--- src/hdl/ale_pkg.sv ---
// ----------------------------------------------------------------------------
// ale_pkg
// Shared types and codes for the array list engine: operation and status
// codes, cell commands, controller states and the result record.
// ----------------------------------------------------------------------------
package ale_pkg;

    typedef enum logic [2:0] {
        OP_INSERT = 3'd0,
        OP_DELETE = 3'd1,
        OP_SEARCH = 3'd2,
        OP_DELALL = 3'd3,
        OP_READ   = 3'd4
    } t_op;

    typedef enum logic [1:0] {
        ST_OK    = 2'd0,
        ST_FULL  = 2'd1,
        ST_EMPTY = 2'd2,
        ST_RANGE = 2'd3
    } t_status;

    typedef enum logic [2:0] {
        CELL_HOLD   = 3'd0,
        CELL_INSERT = 3'd1,
        CELL_DELETE = 3'd2,
        CELL_ROTATE = 3'd3,
        CELL_SORT   = 3'd4
    } t_cell_cmd;

    typedef enum logic [2:0] {
        S_IDLE   = 3'd0,
        S_ROTATE = 3'd1,
        S_SORT   = 3'd2,
        S_FINISH = 3'd3,
        S_HOLD   = 3'd4
    } t_state;

    typedef struct packed {
        t_cell_cmd  cmd;
        logic [6:0] pos;
        logic       phase;
    } t_cell_ctl;

    typedef struct packed {
        t_status     status;
        logic        found;
        logic [5:0]  found_position;
        logic [31:0] read_value;
        logic [6:0]  entry_count;
        logic [6:0]  removed_count;
    } t_result;

endpackage

--- src/hdl/ale_cell.sv ---
// ----------------------------------------------------------------------------
// ale_cell
// One list slot: holds an entry and its hole mark, and takes the new word or
// data from its left or right neighbor for insert, delete, ring rotation and
// the odd-even compaction passes.
// ----------------------------------------------------------------------------
module ale_cell
    import ale_pkg::*;
#(
    parameter int DATA_WIDTH = 32,
    parameter int CAPACITY   = 64,
    parameter int INDEX      = 0
) (
    input  logic                  i_clk,
    input  t_cell_ctl             i_ctl,
    input  logic [DATA_WIDTH-1:0] i_word,
    input  logic [DATA_WIDTH-1:0] i_left_data,
    input  logic                  i_left_hole,
    input  logic [DATA_WIDTH-1:0] i_right_data,
    input  logic                  i_right_hole,
    output logic [DATA_WIDTH-1:0] o_data,
    output logic                  o_hole
);

    localparam bit ODD_CELL   = (INDEX % 2) == 1;
    localparam bit FIRST_CELL = (INDEX == 0);
    localparam bit LAST_CELL  = (INDEX == CAPACITY - 1);

    logic [DATA_WIDTH-1:0] r_data, n_data;
    logic                  r_hole, n_hole;
    logic                  w_pair_right;

    assign w_pair_right = (ODD_CELL == i_ctl.phase);

    always_comb begin
        n_data = r_data;
        n_hole = r_hole;
        case (i_ctl.cmd)
            CELL_INSERT: begin
                if (INDEX > int'(i_ctl.pos)) begin
                    n_data = i_left_data;
                end else if (INDEX == int'(i_ctl.pos)) begin
                    n_data = i_word;
                end
            end
            CELL_DELETE: begin
                if (INDEX >= int'(i_ctl.pos)) begin
                    n_data = i_right_data;
                end
            end
            CELL_ROTATE: begin
                n_data = i_right_data;
                n_hole = i_right_hole;
            end
            CELL_SORT: begin
                if (w_pair_right) begin
                    if (!LAST_CELL && r_hole && !i_right_hole) begin
                        n_data = i_right_data;
                        n_hole = i_right_hole;
                    end
                end else begin
                    if (!FIRST_CELL && i_left_hole && !r_hole) begin
                        n_data = i_left_data;
                        n_hole = i_left_hole;
                    end
                end
            end
            default: begin
                n_data = r_data;
                n_hole = r_hole;
            end
        endcase
    end

    always_ff @(posedge i_clk) begin
        r_data <= n_data;
        r_hole <= n_hole;
    end

    assign o_data = r_data;
    assign o_hole = r_hole;

endmodule
--- config.mk ---
export PLATFORM = sky130hd
export DESIGN_NAME = ale_cell
export DESIGN_NICKNAME = d
export VERILOG_FILES = /design/src/hdl/ale_pkg.sv /design/src/hdl/ale_cell.sv
export SDC_FILE = /design/constraint.sdc
export NUM_CORES = 1
export LEC_CHECK = 0
export ABC_AREA = 1
export BUFFER_PORTS_ARGS = -buffer_cell sky130_fd_sc_hd__buf_2
export CORE_ASPECT_RATIO = 0.6
export CORE_MARGIN = 10
export CORE_UTILIZATION = 34
export CTS_BUF_LIST = sky130_fd_sc_hd__clkbuf_8
export CTS_CLUSTER_DIAMETER = 80
export DETAILED_ROUTE_END_ITERATION = 8
export GPL_ROUTABILITY_DRIVEN = 0
export MAX_ROUTING_LAYER = met4
export PLACE_DENSITY = 0.87
export SKIP_LAST_GASP = 1
export SYNTH_ARGS = -nofsm -noshare
export SYNTH_HDL_FRONTEND = slang
export SYNTH_SLANG_ARGS = --single-unit
export TNS_END_PERCENT = 30
--- constraint.sdc ---
create_clock -name i_clk -period 2.3 [get_ports i_clk]
set_input_delay 0.115 -clock i_clk [delete_from_list [all_inputs] [get_ports i_clk]]
set_output_delay 0.115 -clock i_clk [all_outputs]
set_load 0.05 [all_outputs]
### Yosys cells after proc, flatten, opt, wreduce, memory -nomap -nowiden

Index checks and enable logic that the tools add are counted.

* order comparisons: 1
* equality and inequality tests: 8
* mux-type cells: 8
* reductions and logical operators: 7

Operator list (number)
* 32-bit 2-to-1 mux: 4
* 32-bit one-hot mux with 4 select lines: 1
* 2-bit inequality test (second input constant): 4
* 1-bit by 7-bit >= comparator with 1-bit output (first input constant): 1
* 7-bit logical NOT: 1
* 3-bit by 2-bit == test with 1-bit output (second input constant): 2
* 5-bit AND reduction: 1
* 4-bit nonzero test: 1
* 3-bit by 1-bit == test with 1-bit output (second input constant): 1
* 3-bit == test (second input constant): 1
* 3-bit AND reduction: 1
* 1-bit 2-to-1 mux: 2
* 1-bit one-hot mux with 2 select lines: 1
* 2-bit nonzero test: 1
* 1-bit logical AND: 1
* 1-bit logical NOT: 1

* register bits after elaboration: 33
* input port bits: 110
* word-level logic and storage cells: 26

### Logic depth before layout (Yosys ltp)

Gate-level depths: netlist (run 1).

* word-level depth: 5
* gate-level depth with buffers: 6

### Worst setup path after synthesis (run 1)

OpenSTA, ideal clock, no wires.

* path type: reg2reg
* from: register r_hole (netlist: o_hole)
* to: register r_data[0] (netlist: o_data[0]) (enable)
* library setup time: 421 ps
* arrival time: 2275 ps
* required time: 1879 ps
* slack: -396 ps
* stages on the path, launching flop included: 5
* buffers on the path: 0
* cells stage by stage: edfxtp_1 -> inv_1 -> nor2_1 -> o21ai_0 -> nor2_1

* longest elaborated chain between the ends: 3

RTL lines
* from (decl): RTL line ale_cell.sv:30 `logic r_hole, n_hole;`
* from (signal assigned): RTL line ale_cell.sv:77 `r_hole <= n_hole;`
* 1-bit logical AND: RTL line ale_cell.sv:57 `if (!LAST_CELL && r_hole && !i_right_hole) begin`
* 2-bit inequality test (no source line)
* 5-bit AND reduction (no source line)
* to (signal assigned): RTL line ale_cell.sv:76 `r_data <= n_data;`
* to (decl): RTL line ale_cell.sv:29 `logic [DATA_WIDTH-1:0] r_data, n_data;`

Every way passes these cells.
A chain may end at the register's enable or synchronous reset.

### Final worst setup path (run 1)

* from: input i_ctl[9] in the netlist's numbering
* to: register r_data[18] (netlist: o_data[18]), data pin

* longest elaborated chain between the ends: 2

RTL lines
* from (decl): RTL line ale_cell.sv:15 `input t_cell_ctl i_ctl,`
* 3-bit == test (tied with other cells): RTL line ale_cell.sv:38 `case (i_ctl.cmd)`
* 32-bit one-hot mux with 4 select lines *: RTL line ale_cell.sv:38
* net n_data[18]: RTL line ale_cell.sv:29

Mark *: on every way through the listed nets, which the timed path passes. The rest lies on a longest branch.

==> results of run 1 <==
[cells in the mapped netlist, drive strengths merged]
cell type / instances
nor2: 10
buf: 4
edfxtp: 33
inv: 37
clkbuf: 2
o21ai: 36
nand2: 36
nand3: 1
[where the power goes]
part	total (uW)	leakage, uW	switching, uW	internal, uW
sequential	722	0.000310	7.74	714
combinational	323	0.000769	225	98.6
clock	507	0.0000570	192	315
total	1550	0.00114	425	1130
[cell usage in the layout, fill, tap and decap left out, drive strengths merged]
master,count
clkinv,1
nand2,36
clkbuf,5
o21ai,36
bufinv,1
buf,111
inv,38
edfxtp,33
nor2,10
nand3,1
[metrics by stage]
| stage | util [%] | area, um^2 | power, uW | instances | worst slack (ns) |
|---|---|---|---|---|---|
| after floorplan | - | 1540 | 947 | 159 | 0.112 |
| after global placement | 50.6 | 2140 | 1050 | 324 | 0.567 |
| after detailed placement | 50.6 | 2140 | 1060 | 324 | 0.490 |
| after CTS | 53.1 | 2250 | 1580 | 332 | 0.772 |
| after global routing | 53.1 | 2250 | 1630 | 332 | 0.609 |
| final | 53.1 | 2250 | 1550 | 332 | 0.796 |
[registers in the layout, summed over array words and instances, names as in the netlist]
name / count
o_hole: 1
o_data: 32
[cell type report]
cell class,count,area share [%]
flip-flops and latches,33,44.1
repair buffers,111,24.9
multi-input cells,83,16.8
inverters,37,6.18
well taps,60,3.34
clock buffers,5,3.06
clock inverters,3,1.67
[per-layer routing]
metal,track usage (%),vias up
li1,-,729
met1,11.3,567
met2,16.6,72
met3,4.76,5
met4,4.48,0
met5,-,-
[worst register-to-register path: stages (launching register included)]
cell and delay (ns):
sky130_fd_sc_hd__edfxtp_1 0.34, sky130_fd_sc_hd__inv_1 0.04, sky130_fd_sc_hd__nor2_1 0.10, sky130_fd_sc_hd__o21ai_0 0.15
sky130_fd_sc_hd__nor2_4 0.13, sky130_fd_sc_hd__buf_4 0.36
[worst max path at each step]
stage	startpoint	to	slack (ns)
final	i_ctl[9]	o_data[18]	0.80
after global routing	i_ctl[9]	o_data[14]	0.61
after CTS	i_ctl[9]	o_data[18]	0.77
after detailed placement	i_ctl[9]	o_data[18]	0.49
after global placement	i_ctl[9]	o_data[6]	0.57
after floorplan	o_hole	o_data[0]	0.11
[cell families after synthesis]
group,share of synthesized area (%)
and+or+nand+nor,11.6
buffers and inverters,11.5
AOI/OAI and AO/OA,12.5
DFF,64.5
==> flow_results.org, run 1 <==
** Hold path
- Counting instances, the worst hold path has a depth of 1.
- For hold timing, the worst endpoint is o_hole.
- The worst hold path belongs to the class in -> reg.
- The worst hold path begins at i_right_hole.

** STA
- Setup repair after global routing missed its margin :: no
- In the final timing run, aggregate negative setup slack is 0 ns.
- The number of hold-slack violations in the final timing report is 0.
- Measured against its own limit, the worst slew margin works out to between 30% and 40%.
- Setup violation total in the final timing report :: 0
- Static timing analysis puts the maximum clock frequency at around 660 MHz.
- Dividing the final minimum period by the clock period gives roughly two thirds.
- Across the routed clock network, the largest skew measured is approximately 0.0018 ns.
- The routed design could run at a clock period as short as 1.50 ns.
- Slew at the pin with the worst max-slew slack :: 0.997 ns
- Hold WS :: 0.0296 ns
- Number of pins with negative max-slew slack in the final report :: 0

** Die
- Initial core utilization :: ~36%
- During I/O placement, the number of pins put on the boundary was 143.
- Core Region :: approximately 4200 um^2
- The die covers between 7000 and 8000 um^2.
- Site row count :: 18
- Horiz. Die Dim :: approximately 110 um
- The die is 72.1 um tall.

** Logic synthesis
- The synthesized design contains 33 register bits.
- In this run, distinct cell masters in the synthesized netlist total 11.
- The top cell type by area accounts for between 60% and 70% of the synthesized area.
- In the post-synthesis netlist, the biggest area contributors are sky130_fd_sc_hd__edfxtp_1, sky130_fd_sc_hd__o21ai_0, sky130_fd_sc_hd__inv_1, sky130_fd_sc_hd__nand2_1, sky130_fd_sc_hd__nor2_1.
- Area leader, netlist :: sky130_fd_sc_hd__edfxtp_1
- In this run the cell area of the synthesized design comes to 1540 um^2.
- The Yosys step of the flow raised 0 warnings.
- In the synthesized netlist, the number of instances is 159.
- Counting every net in the synthesized netlist gives 269.
- Sequential fraction of the synthesis area :: approximately 64%
- Mean instance size in the synthesized netlist :: 9.66 um^2

** Clock tree
- Hold_buf cts :: 0
- Number of levels the H-tree was split into :: 2
- Post-CTS timing repair inserted 0 buffers for setup.
- The clock drives 33 sinks.
- Clock tree root driver cell :: sky130_fd_sc_hd__clkbuf_8
- Clock Pin Slew Worst Setup and Hold Paths :: 0.06 ns
- Buffer depth of the longest clock path :: 2
- TritonCTS built the clock tree.
- Latest clock arrival within the worst-skew pair :: around 0.27 ns
- CTS Buf Count :: 5
- Post-CTS sizing :: 0

** Layout
- Multi-input gate area in the final layout :: 377 um^2
- Area growth from synthesis to layout :: 46.3%
- Registers take 991 um^2.
- Counting the fill cells in the layout gives ~380.
- Layout cells sized above 1 :: 43.8%
- Number of antenna repair diodes :: 0
- Net total in the final layout :: 381

** Global route
- Entering global routing, the biggest net connects between 40 and 50 pins.
- GRT Resource Usage Total :: 10.5%
- Via count of the first global-routing pass :: 1410
- Number of antenna violations at the first check in global routing :: 0
- The first global-routing pass estimated between 6 and 7 mm of wire.
- The total overflow left after global routing is 0.

** Drt
- Sum of routed wire length over all layers :: between 4 and 5 mm
- In this run, the number of DRC markers left after iteration 0 of detailed routing was 28.
- Once detail routing completed, the nets flagged for antenna violations numbered 0.
- Met2 wirelength from detailed routing :: 1.81 mm
- Vias :: about 1.4k
- Top layer reached by signal wires :: met4
- For this run, the detailed router's first-pass iteration total came to 4.
- Met3 layer wire length in the routed design :: between 400 and 500 um
- Dividing the detail-routed wire length by the instance count gives 12.5 um.
- In the final routing, the length of wire on met1 measures 1.84 mm.
- Detailed-route vias per instance :: around 4.1
- Total DRC errors in the routed layout :: 0

** Setup path
- Along the worst path, the maximum fanout reaches between 40 and 50.
- Critical R2R Launch :: o_hole
- The kind of cell with the highest combined delay along the critical path is compound AO/OA/AOI/OAI gates.
- Setup crit end kind :: flip-flop
- Worst Reg2Reg Path Length in Cells :: 5
- Ordered cell list for the critical path :: buf_2 > inv_1 > o21ai_4 > buf_4 > o21ai_0
- Instance count on the critical path :: 5
- Data arrival time of the critical path :: approximately 1.5 ns
- For the worst setup path, the data required time is 2.32 ns.
- On the critical path, the stage with the largest delay is an instance of sky130_fd_sc_hd__o21ai_4.
- On the worst path, the slowest cell contributes a delay of approximately 0.8 ns.
- Slack of the worst reg-to-reg path :: 0.84 ns
- The worst register-to-register path ends at o_data[19].
- The worst setup path is launched from a primary input.
- The critical path is of the in -> reg type.
- Crit path buf inv count :: 3

** Power and ir drop
- Total power divided by cell area :: just under 700 nW/um^2
- VDD sags by at most roughly 0.00032 V.
- In this run the static leakage power is around 0.0011 uW.

** Placement
- Port buffer count :: between 100 and 150
- DPL Wire Length :: roughly 3.4 mm

** Outcome
- The flow ran to the end, and the final reports show no timing, DRC or antenna violations.

** Job
- Across the run, the number of max-cap violations was 0.
No activity file was read; power rests on OpenSTA's default activity.
==> run 2: changes to the inputs <==
clock period = 1.2 ns   (was 2.3 ns; I/O delays follow)
==> flow_results.org, run 2 (same netlist as run 1, synthesis figures left out) <==
** STA
- Setup ws final :: -0.00801 ns
- Number of hold violations in the final report :: 0
- Setup repair after global routing could not meet its margin everywhere.
- Maximum clock frequency :: just over 800 MHz
- Of the available clock period, the critical path in the final layout requires 101%.
- The worst path in the final design needs a cycle of between 1 and 1.5 ns, including I/O delays and setup.
- In this run the tightest slew margin relative to its limit is 80.8%.
- The number of max-slew violations in the final report came to 0.
- Adding up every negative setup slack in the final design gives -0.0637 ns.
- Clock Skew :: between 0.003 and 0.004 ns
- Setup violation total in the final timing report :: 16
- Slew at the pin with the worst max-slew slack :: 0.284 ns

** Clock tree
- Number of levels the H-tree was split into :: 2
- The cell sitting at the root of the clock tree is a sky130_fd_sc_hd__clkbuf_8.
- Buffer depth of the longest clock path :: 2
- Clock tree from TritonCTS :: yes
- Latest clock arrival within the worst-skew pair :: 0.27 ns
- Clock Pin Slew Worst Setup and Hold Paths :: about 0.060 ns
- Once the clock tree was built, the setup fixing pass inserted 0 buffers.
- CTS saw 33 sinks.
- CTS Buf Count :: 5

** Setup path
- In this run the worst path has a maximum fanout of 18.
- The number of cells on the worst reg-to-reg path is 5.
- For the worst setup path, the data arrival time is 1.19 ns.
- Required arrival time at the worst endpoint :: around 1.2 ns
- The setup path with the least slack is of type reg -> reg.
- Setup crit end kind :: flip-flop
- STA classifies the critical path startpoint as a flip-flop.

** Placement
- Port buffer count :: between 100 and 150
- At the placement stage, the worst setup path has a slack of -0.0971 ns.
- DPL Wire Length :: between 3 and 4 mm
- Once placement finished, the instance area stood at roughly 2200 um^2.

** Hold path
- In this run the worst hold path is classified as in -> reg.
- Along the worst hold path, the cell count comes to 3.

** Die
- Site row count :: 18
- For this configuration, the core starts out at a cell density of approximately 36%.
- Horiz. Die Dim :: ~110 um
- I/O pin total :: between 100 and 150
- The die is between 70 and 80 um tall.
- The die covers 7700 um^2.
- The core region is approximately 4200 um^2.

** Drt
- The pre-antenna-repair detailed-routing pass consisted of 4 iterations.
- After detailed routing, the average wire length per cell comes to 12.5 um.
- Detailed-route vias per instance :: 4.14
- Wires add up to about 4.2 mm.
- DRC marker count from the first detailed-route iteration :: 42
- Total DRC errors in the routed layout :: 0
- The count of nets left with antenna violations once routing finished came out at 0.
- For this block, the via count after detailed routing is 1400.

** Power and ir drop
- For this design the ratio of total power to cell area is between 1000 and 1500 nW/um^2.
- VDD sags by at most about 0.00060 V.
- Total power after layout :: slightly above 3000 uW
- In this run the static leakage power is around 0.0012 uW.

** Global route
- Entering global routing, the biggest net connects 33 pins.
- The number of antenna violations at the first check in global routing came to 0.
- The first global-routing pass estimated 6.49 mm of wire.
- Global routing consumed, over all layers together, roughly 11% of the routing resources.
- Via count of the first global-routing pass :: ~1.5k
- Summed over all layers, the global routing overflow is 0.

** Outcome
- Violations in the final reports :: negative setup slack
- Result of the run :: finished with violations

** Layout
- Number of flip-flops under the largest register name :: 32
- Number of antenna repair diodes :: 0
- Of the cells placed in the final design, the portion with a size suffix greater than 1 is a little under half.
- Utilization of the core after routing :: between 50% and 60%
- Compared with the post-synthesis result, the final layout area differs by 53.1%.
- Post-route standard cell area excluding fillers :: about 2400 um^2
- Commonest non-fill, non-tap cell in the layout :: sky130_fd_sc_hd__buf_2
- Commonest cells after routing, fill and taps aside :: sky130_fd_sc_hd__buf_2, sky130_fd_sc_hd__inv_1, sky130_fd_sc_hd__nand2_1
- The filler cells instantiated in the layout total around 400.
- Net total in the final layout :: just under 400

** Job
- Max-cap violations in this run came to 0.
[run 2: worst paths after layout]
kind                    start         end  slack (ns)
max reg2reg            o_hole  o_data[15]      -0.008
max                    o_hole  o_data[15]      -0.008
min reg2reg            o_hole      o_hole        0.81
min          i_right_data[31]  o_data[31]        0.07
[run 2: worst max-delay path: stages, from the launching register on]
cell and delay [ns]:
sky130_fd_sc_hd__edfxtp_1 0.34, sky130_fd_sc_hd__inv_1 0.05, sky130_fd_sc_hd__nor2_2 0.12, sky130_fd_sc_hd__o21ai_2 0.08
sky130_fd_sc_hd__nor2_4 0.15, sky130_fd_sc_hd__buf_12 0.17
[run 2: final cells by class]
class | count | area, um^2 | area share, %
inverter | 37 | 139 | 5.90
clock buffer | 5 | 68.8 | 2.93
timing repair buffer | 117 | 658 | 28.0
tap | 60 | 75.1 | 3.19
multi-input combinational | 83 | 383 | 16.3
sequential | 33 | 991 | 42.1
clock inverter | 3 | 37.5 | 1.60
[run 2: where the power goes]
part	total (uW)	leakage, uW	switching (uW)	internal [uW]
clock	978	0.0000570	374	604
combinational	670	0.000814	442	228
sequential	1380	0.000310	14.5	1370
total	3030	0.00118	831	2200
[run 2: what timing repair did]
item,CTS,global route
endpoints found under the hold margin,1,0
endpoints found under the setup margin,32,32
hold buffers,1,0
gates resized for setup,0,0
[run 2: metal layers]
layer	vias to the layer above	wire length [um]	track usage, %
li1	740	-	-
met1	587	1800	11.1
met2	71	1850	16.6
met3	2	561	6.97
met4	0	31	4.33
met5	-	0	-
[run 2: stage by stage]
stage	instances	hold slack, ns
after detailed placement	329	0.266
after floorplan	159	0.159
after global routing	338	0.0734
after global placement	329	0.267
after CTS	338	0.0558
final	338	0.0660
==> run 3: changes to the inputs <==
CORE_UTILIZATION = 33   (was 34)
CTS_BUF_LIST = not set   (was sky130_fd_sc_hd__clkbuf_8)
PLACE_DENSITY = 0.85   (was 0.87)
==> flow_results.org, run 3 (same netlist as run 1, synthesis figures left out) <==
** Layout
- In the layout the commonest cells are sky130_fd_sc_hd__buf_2, sky130_fd_sc_hd__inv_1, sky130_fd_sc_hd__nand2_1.
- The library cell used most frequently in the layout, excluding fill and tap cells, is sky130_fd_sc_hd__buf_2.
- The net count of the finished layout is ~390.
- Relative to the synthesized area, the layout overhead comes to 51.2%.
- Final Instance Count excl. Fillers :: 339
- Post-route standard cell area excluding fillers :: approximately 2300 um^2
- Number of antenna repair diodes :: 0
- The register with the most flip-flops in the layout has 32 of them.
- In the final layout, the share of cells above drive strength 1 is between 40 and 50%.

** Placement
- Cell area after placement :: 2240 um^2
- Port buffer count :: 109
- DPL Wire Length :: 3.64 mm
- Counting tap cells, the placed design contains a total of between 300 and 400 instances.

** Power and ir drop
- Total power divided by cell area :: 1200 nW/um^2
- The share of total power dissipated in combinational logic is between 20% and 30%.
- Net switching is approximately 29% of the power.
- Across the VDD grid, the largest voltage drop is 0.000541 V.
- For this design the total switching power over the nets is around 800 uW.
- In this run the static leakage power is 0.00116 uW.
- The internal portion of the total power is between 1500 and 2000 uW.
- Of the total power, the clock network draws roughly a quarter.
- Per report_power, the sequential group accounts for roughly half of the total.

** Die
- I/O pin total :: approximately 140
- Horiz. Die Dim :: 108 um
- The die covers about 7900 um^2.
- Overall die height :: about 73 um
- The initial utilization of the core area, before any placement, comes to 33.8%.
- The core region is 4540 um^2.
- Site row count :: 19

** Clock tree
- Clock tree from TritonCTS :: yes
- After clock tree synthesis, the clock-pin slew on the worst setup and hold paths is approximately 0.06 ns.
- Post-CTS sizing :: 0
- The clock passes through at most 2 buffers.
- The cell sitting at the root of the clock tree is a sky130_fd_sc_hd__clkbuf_8.
- In this run the number of H-tree levels came out at 2.
- CTS Buf Count :: 5
- Clock net sink count :: 33
- Latest clock arrival within the worst-skew pair :: approximately 0.27 ns
- Post-CTS repair timing setup buffer count :: 0

** STA
- Final clock period utilization by the worst path :: 101%
- Clock Skew :: 0.00282 ns
- Max-slew headroom at the worst pin :: 78.2%
- Number of pins with negative max-slew slack in the final report :: 0
- Static timing analysis puts the maximum clock frequency at 828 MHz.
- Number of hold violations in the final report :: 0
- The worst path in the final design needs a cycle of between 1 and 1.5 ns, including I/O delays and setup.
- Setup violations remaining at the end of the flow were counted as 31.
- Setup ws final :: -0.00788 ns
- For the pin with the worst max-slew slack, the measured transition is approximately 0.32 ns.
- Setup repair after global routing could not meet its margin everywhere.

** Drt
- Vias :: about 1.4k
- Detailed-route vias per instance :: approximately 4.2
- For this run, design rule violations remaining after detail routing come to 0.
- Once detail routing completed, the nets flagged for antenna violations numbered 0.
- For this block, the initial DRC count from the detailed router was 38.
- Sum of routed wire length over all layers :: 4.28 mm
- First-pass detailed-route iteration total :: 2
- WL/cell :: between 10 and 15 um

** Outcome
- The flow ran to the end, but the final reports show violations.
- Violations in the final reports :: negative setup slack

** Setup path
- Nature of the critical path startpoint :: flip-flop
- Along the worst path, the maximum fanout reaches 16.
- The setup path with the least slack is of type reg -> reg.
- Setup crit end kind :: flip-flop
- Required arrival time at the worst endpoint :: roughly 1.2 ns
- For the worst setup path, the data arrival time is 1.19 ns.

** Global route
- The number of antenna violations at the first check in global routing was 0.
- The first global-routing pass estimated 6.41 mm of wire.
- GRT Resource Usage Total :: roughly a tenth
- Largest net degree at the start of global routing :: 33
- Via count of the first global-routing pass :: about 1.4k
- Total grt overflow :: 0

** Job
- Number of max-cap violations :: 0

** Hold path
- Worst min-delay path class :: in -> reg
[run 3: cell types whose count changed in the layout (fill, tap and decap cells not counted), sizes merged]
cell / change
bufinv: -1
inv: -1
[run 3: worst paths after layout]
path                    startpoint  slack [ns]         end  depth (start not counted)
hold reg to reg             o_hole        0.82      o_hole                          4
setup / recovery            o_hole      -0.008  o_data[18]                          5
hold / removal    i_right_data[10]        0.07  o_data[10]                          3
setup reg to reg            o_hole      -0.008  o_data[18]                          5
[run 3: worst max-delay path, cell delays in order, from the launching register on]
cell	delay [ns]
sky130_fd_sc_hd__edfxtp_1	0.35
sky130_fd_sc_hd__inv_1	0.05
sky130_fd_sc_hd__nor2_2	0.11
sky130_fd_sc_hd__o21ai_2	0.08
sky130_fd_sc_hd__nor2_4	0.15
sky130_fd_sc_hd__buf_12	0.17
[run 3: power by group through the flow]
stage	clock, uW	sequential (uW)	combinational (uW)
after floorplan	0	1650	168
after global placement	0	1410	663
after detailed placement	0	1410	678
after CTS	760	1380	679
after global routing	816	1390	728
final	722	1380	672
[run 3: layout make-up]
class / instances / area [um^2]
Clock buffer: 5 / 68.8
Clock inverter: 1 / 5.00
Fill cell: 414 / 2220
Inverter: 37 / 139
Multi-Input combinational cell: 83 / 383
Sequential cell: 33 / 991
Tap cell: 63 / 78.8
Timing Repair Buffer: 117 / 658
[run 3: per-layer routing]
layer	vias to the layer above	part of all wire, %	GRT usage (%)
met5	-	0	-
met4	0	0.58	2.65
met3	2	11	4.85
met2	72	44	16.5
met1	607	44	11.6
li1	740	-	-
[run 3: through the flow]
stage	setup slack, ns	TNS, ns	total power [uW]	hold slack [ns]	utilization (%)
after global placement	-0.0684	-2.26	2070	0.264	49.3
after CTS	-0.0215	-0.540	2820	-0.0183	51.0
after floorplan	-0.612	-19.68	1820	0.159	-
after detailed placement	-0.114	-4.05	2090	0.268	49.3
after global routing	-0.0801	-2.45	2930	0.0690	51.2
final	-0.00788	-0.0987	2780	0.0717	51.2
